## src/design/cps_pkg.sv

```systemverilog
// Types and constants for the cascaded PID steering block.
// No dependencies; imported by every module of the block.
package cps_pkg;

    localparam int POSITION_TARGET = 240;

    localparam int CFG_INDEX_W = 3;
    localparam int CFG_DATA_W  = 16;
    localparam int GAIN_W      = 10;
    localparam int LIMIT_W     = 16;
    localparam int SAMPLE_W    = 16;
    localparam int DRIVE_W     = 32;
    localparam int ERR_W       = 18;
    localparam int SUM_W       = 31;

    typedef enum logic {
        CMD_CAMERA = 1'b0,
        CMD_GYRO   = 1'b1
    } cps_cmd_e;

    typedef enum logic [CFG_INDEX_W-1:0] {
        REG_INNER_KP      = 3'd0,
        REG_INNER_KI      = 3'd1,
        REG_INNER_KD      = 3'd2,
        REG_INNER_I_LIMIT = 3'd3,
        REG_OUTER_KP      = 3'd4,
        REG_OUTER_KI      = 3'd5,
        REG_OUTER_KD      = 3'd6,
        REG_OUTER_I_LIMIT = 3'd7
    } cps_reg_e;

    localparam logic [GAIN_W-1:0]  INNER_KP_RST      = 10'd350;
    localparam logic [GAIN_W-1:0]  INNER_KI_RST      = 10'd15;
    localparam logic [GAIN_W-1:0]  INNER_KD_RST      = 10'd0;
    localparam logic [LIMIT_W-1:0] INNER_I_LIMIT_RST = 16'd10;
    localparam logic [GAIN_W-1:0]  OUTER_KP_RST      = 10'd1;
    localparam logic [GAIN_W-1:0]  OUTER_KI_RST      = 10'd0;
    localparam logic [GAIN_W-1:0]  OUTER_KD_RST      = 10'd0;
    localparam logic [LIMIT_W-1:0] OUTER_I_LIMIT_RST = 16'd1000;

    typedef struct packed {
        logic [GAIN_W-1:0]  kp;
        logic [GAIN_W-1:0]  ki;
        logic [GAIN_W-1:0]  kd;
        logic [LIMIT_W-1:0] i_limit;
    } cps_gains_t;

    typedef struct packed {
        cps_gains_t inner_loop;
        cps_gains_t outer_loop;
    } cps_cfg_t;

endpackage

```

## src/design/cps_pid_calc.sv

```systemverilog
// One PID evaluation: clamped integral update and the three-term sum.
// Depends on cps_pkg.
module cps_pid_calc
    import cps_pkg::*;
(
    input  cps_gains_t                gains_i,
    input  logic signed [ERR_W-1:0]   err_i,
    input  logic signed [ERR_W-1:0]   integ_i,
    input  logic signed [ERR_W-1:0]   last_i,
    output logic signed [ERR_W-1:0]   integ_o,
    output logic signed [SUM_W-1:0]   sum_o
);

    logic signed [ERR_W:0]          acc;
    logic signed [ERR_W:0]          lim_pos;
    logic signed [ERR_W:0]          lim_neg;
    logic signed [ERR_W:0]          acc_clamped;
    logic signed [ERR_W:0]          diff;
    logic signed [GAIN_W:0]         kp_s;
    logic signed [GAIN_W:0]         ki_s;
    logic signed [GAIN_W:0]         kd_s;
    logic signed [GAIN_W+ERR_W:0]   p_term;
    logic signed [GAIN_W+ERR_W:0]   i_term;
    logic signed [GAIN_W+ERR_W+1:0] d_term;

    always_comb begin
        acc     = $signed({integ_i[ERR_W-1], integ_i}) + $signed({err_i[ERR_W-1], err_i});
        lim_pos = $signed({{(ERR_W+1-LIMIT_W){1'b0}}, gains_i.i_limit});
        lim_neg = -lim_pos;
        if (acc > lim_pos) begin
            acc_clamped = lim_pos;
        end else if (acc < lim_neg) begin
            acc_clamped = lim_neg;
        end else begin
            acc_clamped = acc;
        end
    end

    assign integ_o = acc_clamped[ERR_W-1:0];

    assign kp_s = $signed({1'b0, gains_i.kp});
    assign ki_s = $signed({1'b0, gains_i.ki});
    assign kd_s = $signed({1'b0, gains_i.kd});
    assign diff = $signed({err_i[ERR_W-1], err_i}) - $signed({last_i[ERR_W-1], last_i});

    assign p_term = (GAIN_W+ERR_W+1)'(kp_s) * (GAIN_W+ERR_W+1)'(err_i);
    assign i_term = (GAIN_W+ERR_W+1)'(ki_s) * (GAIN_W+ERR_W+1)'(integ_o);
    assign d_term = (GAIN_W+ERR_W+2)'(kd_s) * (GAIN_W+ERR_W+2)'(diff);

    assign sum_o = $signed({{2{p_term[GAIN_W+ERR_W]}}, p_term})
                 + $signed({{2{i_term[GAIN_W+ERR_W]}}, i_term})
                 + $signed({d_term[GAIN_W+ERR_W+1], d_term});

endmodule

```

## src/design/cps_cfg_regs.sv

```systemverilog
// Gain and integral-limit register file, written through a plain write port.
// Depends on cps_pkg.
module cps_cfg_regs
    import cps_pkg::*;
(
    input  logic                   aclk,
    input  logic                   aresetn,
    input  logic                   wr_en_i,
    input  logic [CFG_INDEX_W-1:0] index_i,
    input  logic [CFG_DATA_W-1:0]  wdata_i,
    output cps_cfg_t               cfg_o
);

    cps_cfg_t cfg_reg;
    cps_cfg_t cfg_next;

    always_comb begin
        cfg_next = cfg_reg;
        if (wr_en_i) begin
            case (cps_reg_e'(index_i))
                REG_INNER_KP:      cfg_next.inner_loop.kp      = wdata_i[GAIN_W-1:0];
                REG_INNER_KI:      cfg_next.inner_loop.ki      = wdata_i[GAIN_W-1:0];
                REG_INNER_KD:      cfg_next.inner_loop.kd      = wdata_i[GAIN_W-1:0];
                REG_INNER_I_LIMIT: cfg_next.inner_loop.i_limit = wdata_i[LIMIT_W-1:0];
                REG_OUTER_KP:      cfg_next.outer_loop.kp      = wdata_i[GAIN_W-1:0];
                REG_OUTER_KI:      cfg_next.outer_loop.ki      = wdata_i[GAIN_W-1:0];
                REG_OUTER_KD:      cfg_next.outer_loop.kd      = wdata_i[GAIN_W-1:0];
                REG_OUTER_I_LIMIT: cfg_next.outer_loop.i_limit = wdata_i[LIMIT_W-1:0];
                default:           cfg_next = cfg_reg;
            endcase
        end
    end

    always_ff @(posedge aclk) begin
        if (!aresetn) begin
            cfg_reg.inner_loop.kp      <= INNER_KP_RST;
            cfg_reg.inner_loop.ki      <= INNER_KI_RST;
            cfg_reg.inner_loop.kd      <= INNER_KD_RST;
            cfg_reg.inner_loop.i_limit <= INNER_I_LIMIT_RST;
            cfg_reg.outer_loop.kp      <= OUTER_KP_RST;
            cfg_reg.outer_loop.ki      <= OUTER_KI_RST;
            cfg_reg.outer_loop.kd      <= OUTER_KD_RST;
            cfg_reg.outer_loop.i_limit <= OUTER_I_LIMIT_RST;
        end else begin
            cfg_reg <= cfg_next;
        end
    end

    assign cfg_o = cfg_reg;

endmodule

```

## src/design/cps_datapath.sv

```systemverilog
// Loop state (setpoint, integrals, last errors) and the two PID evaluations.
// Depends on cps_pkg and cps_pid_calc.
module cps_datapath
    import cps_pkg::*;
(
    input  logic                       aclk,
    input  logic                       aresetn,
    input  cps_cfg_t                   cfg_i,
    input  logic                       fire_i,
    input  cps_cmd_e                   cmd_i,
    input  logic signed [SAMPLE_W-1:0] sample_i,
    output logic signed [DRIVE_W-1:0]  left_o,
    output logic signed [DRIVE_W-1:0]  right_o
);

    logic signed [SAMPLE_W-1:0] setpoint_reg;
    logic signed [ERR_W-1:0]    inner_integ_reg;
    logic signed [ERR_W-1:0]    inner_last_reg;
    logic signed [ERR_W-1:0]    outer_integ_reg;
    logic signed [ERR_W-2:0]    outer_last_reg;

    logic signed [ERR_W-2:0]    outer_err;
    logic signed [ERR_W-1:0]    inner_err;
    logic signed [ERR_W-1:0]    outer_integ_new;
    logic signed [ERR_W-1:0]    inner_integ_new;
    logic signed [SUM_W-1:0]    outer_sum;
    logic signed [SUM_W-1:0]    inner_sum;
    logic signed [SAMPLE_W-1:0] setpoint_next;

    assign outer_err = $signed((ERR_W-1)'(POSITION_TARGET))
                     - $signed({sample_i[SAMPLE_W-1], sample_i});
    assign inner_err = $signed({{2{setpoint_reg[SAMPLE_W-1]}}, setpoint_reg})
                     - $signed({{2{sample_i[SAMPLE_W-1]}}, sample_i});

    cps_pid_calc u_outer (
        .gains_i (cfg_i.outer_loop),
        .err_i   ($signed({outer_err[ERR_W-2], outer_err})),
        .integ_i (outer_integ_reg),
        .last_i  ($signed({outer_last_reg[ERR_W-2], outer_last_reg})),
        .integ_o (outer_integ_new),
        .sum_o   (outer_sum)
    );

    cps_pid_calc u_inner (
        .gains_i (cfg_i.inner_loop),
        .err_i   (inner_err),
        .integ_i (inner_integ_reg),
        .last_i  (inner_last_reg),
        .integ_o (inner_integ_new),
        .sum_o   (inner_sum)
    );

    always_comb begin
        if (outer_sum > $signed(SUM_W'(32767))) begin
            setpoint_next = 16'sh7FFF;
        end else if (outer_sum < -$signed(SUM_W'(32768))) begin
            setpoint_next = 16'sh8000;
        end else begin
            setpoint_next = outer_sum[SAMPLE_W-1:0];
        end
    end

    always_ff @(posedge aclk) begin
        if (!aresetn) begin
            setpoint_reg    <= '0;
            inner_integ_reg <= '0;
            inner_last_reg  <= '0;
            outer_integ_reg <= '0;
            outer_last_reg  <= '0;
        end else if (fire_i) begin
            if (cmd_i == CMD_CAMERA) begin
                outer_integ_reg <= outer_integ_new;
                outer_last_reg  <= outer_err;
                setpoint_reg    <= setpoint_next;
            end else begin
                inner_integ_reg <= inner_integ_new;
                inner_last_reg  <= inner_err;
            end
        end
    end

    // |sum| < 2^30, so the 32-bit sign extension and the negation never clip
    assign right_o = $signed({inner_sum[SUM_W-1], inner_sum});
    assign left_o  = -right_o;

endmodule

```

## src/design/cascaded_pid_steering.sv

```systemverilog
// Top level of the cascaded PID steering block: handshakes, input and result registers.
// Depends on cps_pkg, cps_cfg_regs, cps_datapath.
//
// Input channel s_*: one beat per sample. s_command selects a camera position
// sample (outer position loop) or a gyro z rate sample (inner rate loop).
// Camera beats update the rate setpoint and produce no result beat. Each gyro
// beat produces exactly one result beat on m_* with m_right_drive = inner PID
// sum and m_left_drive = its negation.
// A gyro beat goes into the sample register, then its result into the result register.
// Throughput: one beat per cycle while the receiver does not stall; the sample register
// feeds a single combinational PID pass whose state updates at the same edge as the
// result register, so the next sample sees it at once.
// Receiver stall: the result register holds; a gyro beat waits in the sample
// register and s_ready drops only while both are full. Camera beats still
// flow under stall.
// Reset (aresetn low, synchronous): gains and limits return to their
// defaults, setpoint, integrals and last errors clear, no beat is pending.
// Configuration writes on cfg_* take effect at the next edge; write only when idle.
module cascaded_pid_steering
    import cps_pkg::*;
(
    input  logic                       aclk,
    input  logic                       aresetn,
    input  logic                       cfg_wr_en,
    input  logic [CFG_INDEX_W-1:0]     cfg_index,
    input  logic [CFG_DATA_W-1:0]      cfg_wdata,
    input  logic                       s_valid,
    output logic                       s_ready,
    input  logic                       s_command,
    input  logic signed [SAMPLE_W-1:0] s_sample,
    output logic                       m_valid,
    input  logic                       m_ready,
    output logic signed [DRIVE_W-1:0]  m_left_drive,
    output logic signed [DRIVE_W-1:0]  m_right_drive
);

    cps_cfg_t                   cfg;
    logic                       in_valid_reg;
    logic                       in_valid_next;
    cps_cmd_e                   in_cmd_reg;
    logic signed [SAMPLE_W-1:0] in_sample_reg;
    logic                       m_valid_reg;
    logic                       m_valid_next;
    logic signed [DRIVE_W-1:0]  left_reg;
    logic signed [DRIVE_W-1:0]  right_reg;
    logic signed [DRIVE_W-1:0]  left_next;
    logic signed [DRIVE_W-1:0]  right_next;
    logic                       out_free;
    logic                       fire;
    logic                       fire_gyro;

    cps_cfg_regs u_cfg (
        .aclk    (aclk),
        .aresetn (aresetn),
        .wr_en_i (cfg_wr_en),
        .index_i (cfg_index),
        .wdata_i (cfg_wdata),
        .cfg_o   (cfg)
    );

    cps_datapath u_dp (
        .aclk     (aclk),
        .aresetn  (aresetn),
        .cfg_i    (cfg),
        .fire_i   (fire),
        .cmd_i    (in_cmd_reg),
        .sample_i (in_sample_reg),
        .left_o   (left_next),
        .right_o  (right_next)
    );

    assign out_free  = !m_valid_reg || m_ready;
    assign fire      = in_valid_reg && ((in_cmd_reg == CMD_CAMERA) || out_free);
    assign fire_gyro = fire && (in_cmd_reg == CMD_GYRO);
    assign s_ready   = !in_valid_reg || fire;

    always_comb begin
        in_valid_next = in_valid_reg;
        if (s_ready) begin
            in_valid_next = s_valid;
        end
        m_valid_next = m_valid_reg;
        if (fire_gyro) begin
            m_valid_next = 1'b1;
        end else if (m_ready) begin
            m_valid_next = 1'b0;
        end
    end

    always_ff @(posedge aclk) begin
        if (!aresetn) begin
            in_valid_reg <= 1'b0;
            m_valid_reg  <= 1'b0;
        end else begin
            in_valid_reg <= in_valid_next;
            m_valid_reg  <= m_valid_next;
        end
    end

    always_ff @(posedge aclk) begin
        if (s_valid && s_ready) begin
            in_cmd_reg    <= cps_cmd_e'(s_command);
            in_sample_reg <= s_sample;
        end
        if (fire_gyro) begin
            left_reg  <= left_next;
            right_reg <= right_next;
        end
    end

    assign m_valid       = m_valid_reg;
    assign m_left_drive  = left_reg;
    assign m_right_drive = right_reg;

endmodule

```

## config.mk

```make
export PLATFORM = sky130hd
export DESIGN_NAME = cascaded_pid_steering
export DESIGN_NICKNAME = d
export VERILOG_FILES = /design/src/design/cps_pkg.sv /design/src/design/cps_pid_calc.sv /design/src/design/cps_cfg_regs.sv /design/src/design/cps_datapath.sv /design/src/design/cascaded_pid_steering.sv
export SDC_FILE = /design/constraint.sdc
export NUM_CORES = 2
export LEC_CHECK = 0
export BUFFER_PORTS_ARGS = -buffer_cell sky130_fd_sc_hd__buf_2
export CORE_UTILIZATION = 57
export DETAILED_ROUTE_END_ITERATION = 6
export PLACE_DENSITY = 0.86
export SLEW_MARGIN = 20
export SYNTH_ARGS = -nofsm -noshare
export SYNTH_HDL_FRONTEND = slang
export SYNTH_SLANG_ARGS = --single-unit
```

## constraint.sdc

```tcl
create_clock -name aclk -period 12.66 [get_ports aclk]
set_clock_uncertainty 0.1 [all_clocks]
set_input_delay 0.633 -clock aclk [delete_from_list [all_inputs] [get_ports aclk]]
set_output_delay 0.633 -clock aclk [all_outputs]
set_load 0.01 [all_outputs]
```

==> impl_results.md <==
* Routed Wire Length at 179.4 mm
* Path type of the worst min-delay path: input port to flop
* Routability Congestion at 0.9985
* Final global-route overflow total at 0
* Category of the worst setup path capture point: flop
* Max-slew headroom at the worst pin at between 15 and 20%
* Largest net degree at the start of global routing at 70
* Initial cell density of the core at 57.59%
* Slew Viols, Final at 0
* Worst Path Class, Setup: flop to flop
* Cell area after placement at between 60,000 and 70,000 um2
* Highest attainable clock frequency at 0.07402 GHz
* Final worst-path cycle share at 106.7%
* Most common library cell in the layout ignoring fill and taps: inv_1
* Instance count of the mapped netlist at about 6.3k
* Input/output buffers at roughly 110
* Number of distinct library cells after synthesis at 95
* Delay contributed by the slowest stage of the critical path at around 0.6 ns
* Clock latency of the later-clocked register in the worst-skew pair at 0.60 ns
* Slowest-stage cell, CP: fa_1
* GRT met1 Usage at 44.24%
* Post-Route Setup TNS at -21.45 ns
* Hold Vio Cnt, Final at 0
* Proportion of layout cells with a drive suffix above 1 at 18.73%
* Drt pass-1 iters at 7
* Via density per instance at 5.971
* Mapped cell area at 56,680 um2
* Clock tree buffer depth at 3
* Number of buffers and inverters on the critical path at 20
* Required @ worst endpoint at 12.86 ns
* Area of the die at 100,700 um2
* Root buf cell: clkbuf_16
* Flip-flop count of the largest register, all copies and words added at a little over 90
* Sequential cell area fraction in the yosys report at 10.54%
* Startpoint types: flop
* RSZ-0062 raised after global routing: true
* Number of H-tree levels at 2
* Global Route met2 Usage at 54.44%
* Most frequent cells in the layout: inv_1 (1,261), fa_1 (1,126), nand2_1 (943), buf_4 (628), ha_1 (422)
* Register clock-pin slew on the reported worst setup and hold paths at 0.06 ns
* Number of nets at the end of the flow at 8,540
* Clock tree from TritonCTS: built
* Critical path peak fanout at 5
* HPWL after DPL at 135.6 mm
* Min Clock Period, post-route at around 14 ns
* Synthesized flop and latch total at approximately 260
* Reported max-cap violation count at 0
* Setup ws final at -0.8494 ns
* Num CTS Buffers at 34
* Antenna-violating nets left at 0
* Number of vias in the routed layout at 48.92k
* Finish-stage setup viols at 41
* Routed length per instance at approximately 22 um
* Most instantiated flip-flop cell in the synthesis netlist: dfxtp_1
* Highest-utilization routing layer at the global route stage: met2
* Global routing usage on met3 at 7.506%
* CORE AREA at 98,420 um2
* Cell Rows at 115
* Top Family by Delay on Critical Path: adder cells
* Dominant cell type by area after synthesis: fa_1
* Syn Nets at 7,977
* Number of ports placed on the die boundary at 107
* Number of flops mapped to enable cells by yosys at 79
* Area fraction of the dominant cell type after synthesis at 40.86%
* Post-Syn Area per Cell at 8.973 um2
* First-pass GRT wire length at 270.2 mm
* Fin area at 67,010 um2
* Data arrival, critical path at 13.71 ns
* Count of routing violations after the opening detailed-route iteration at 5,336
* Number of global-route vias before repair at ~51k
* Overall routing resource usage at 34.54%
* Number of antenna violations at the first check in global routing at 8
* Slew of the pin with the lowest slew margin at ~1.3 ns
* DIE HEIGHT at 317.4 um
* Post-synthesis to final-layout area growth at 18.21%
* YS warnings at 0
* Clock Sinks at 259
* Top area cells in the synthesized netlist: fa_1 (41%), ha_1 (10%), inv_1 (8.5%)
* X dimension of the die at 317.4 um
* Filler Cell Count at 6,646
* # DRC at 7
* Outcome: finished, violations left
* Async S/R FF share, synth at 0%
* Violated checks: DRC, setup timing
-- cell type report --
type	count	area (um2)	area share (%)
antenna	1	2.502	0.003734
tap	1287	1610	2.403
clock inverter	18	207.7	0.3100
clock buffer	42	905.9	1.352
sequential	259	5976	8.918
inverter	1287	4838	7.221
multi-input combinational	4494	47330	70.63
timing repair buffer	804	6137	9.159
-- per-stage QoR --
step                      setup slack (ns)  instances  hold slack [ns]  utilization [%]
after floorplan                   0.004344       6317           0.3363                -
after global placement              -1.070       8002           0.3412            63.30
after detailed placement            -1.361       8002           0.3470            63.30
after CTS                          -0.6478       8121           0.1056            65.73
after global routing                -1.191       8191           0.1200            68.08
final                              -0.8494       8192           0.1294            68.08
-- path summary, 6_finish.rpt --
path                          startpoint                      to  slack (ns)  cells after the start
setup / recovery        in_sample_reg[1]        m_left_drive[30]       -0.85                     63
hold / removal              s_sample[15]       in_sample_reg[15]        0.13                      1
setup reg to reg        in_sample_reg[1]        m_left_drive[30]       -0.85                     63
hold reg to reg   u_dp.outer_last_reg[7]  u_dp.outer_last_reg[7]        0.36                      2
-- layer usage --
| metal | vias up | wire length (um) |
|---|---|---|
| li1 | 20572 | - |
| met2 | 3261 | 82250 |
| met4 | 12 | 13020 |
| met5 | - | 73 |
| met3 | 912 | 20890 |
| met1 | 24161 | 63170 |
-- logic make-up after synthesis --
logic type / after synthesis / share of synthesized area (%)
mux: 16 / 0.2891
buf+inv: 1565 / 10.47
flops: 259 / 10.54
compound gates: 703 / 8.077
simple gates: 1970 / 16.70
xor+xnor: 184 / 2.843
fa+ha+maj: 1620 / 51.08
-- synthesized netlist by cell type (19+ instances only) --
cell type,number
a211oi_1,24
a21o_1,50
a21oi_1,262
and2_1,339
and3_1,42
buf_1,19
clkbuf_1,230
dfxtp_1,180
edfxtp_1,79
fa_1,1157
ha_1,462
inv_1,1286
nand2_1,976
nand2b_1,75
nand3_1,88
nand4_1,22
nor2_1,144
nor2b_1,114
nor3_1,71
o211ai_1,20
o21a_1,32
o21ai_0,112
xnor2_1,148
xor2_1,36
-- worst reg2reg max path: cells and delay by family, from the launching register on --
family | cells | cell delay [ns]
AO/OA/AOI/OAI | 15 | 2.81
XOR/XNOR | 2 | 0.34
adder cells (fa/ha/maj) | 12 | 5.01
buffers and inverters | 20 | 2.44
flip-flops | 1 | 0.38
multiplexers | 1 | 0.14
AND/OR/NAND/NOR | 13 | 2.03
-- what timing repair did --
item / 4_1_cts / 5_1_grt
hold buffers: 0 / 0
buffers inserted: 58 / 86
cloned: 1 / 0
pin swaps: 84 / 247
gates resized for setup: 181 / 369
endpoints found under the setup margin: 49 / 56
Power is not shown: default switching activity piles up to over one toggle a cycle in this logic, so the estimate is an artifact.
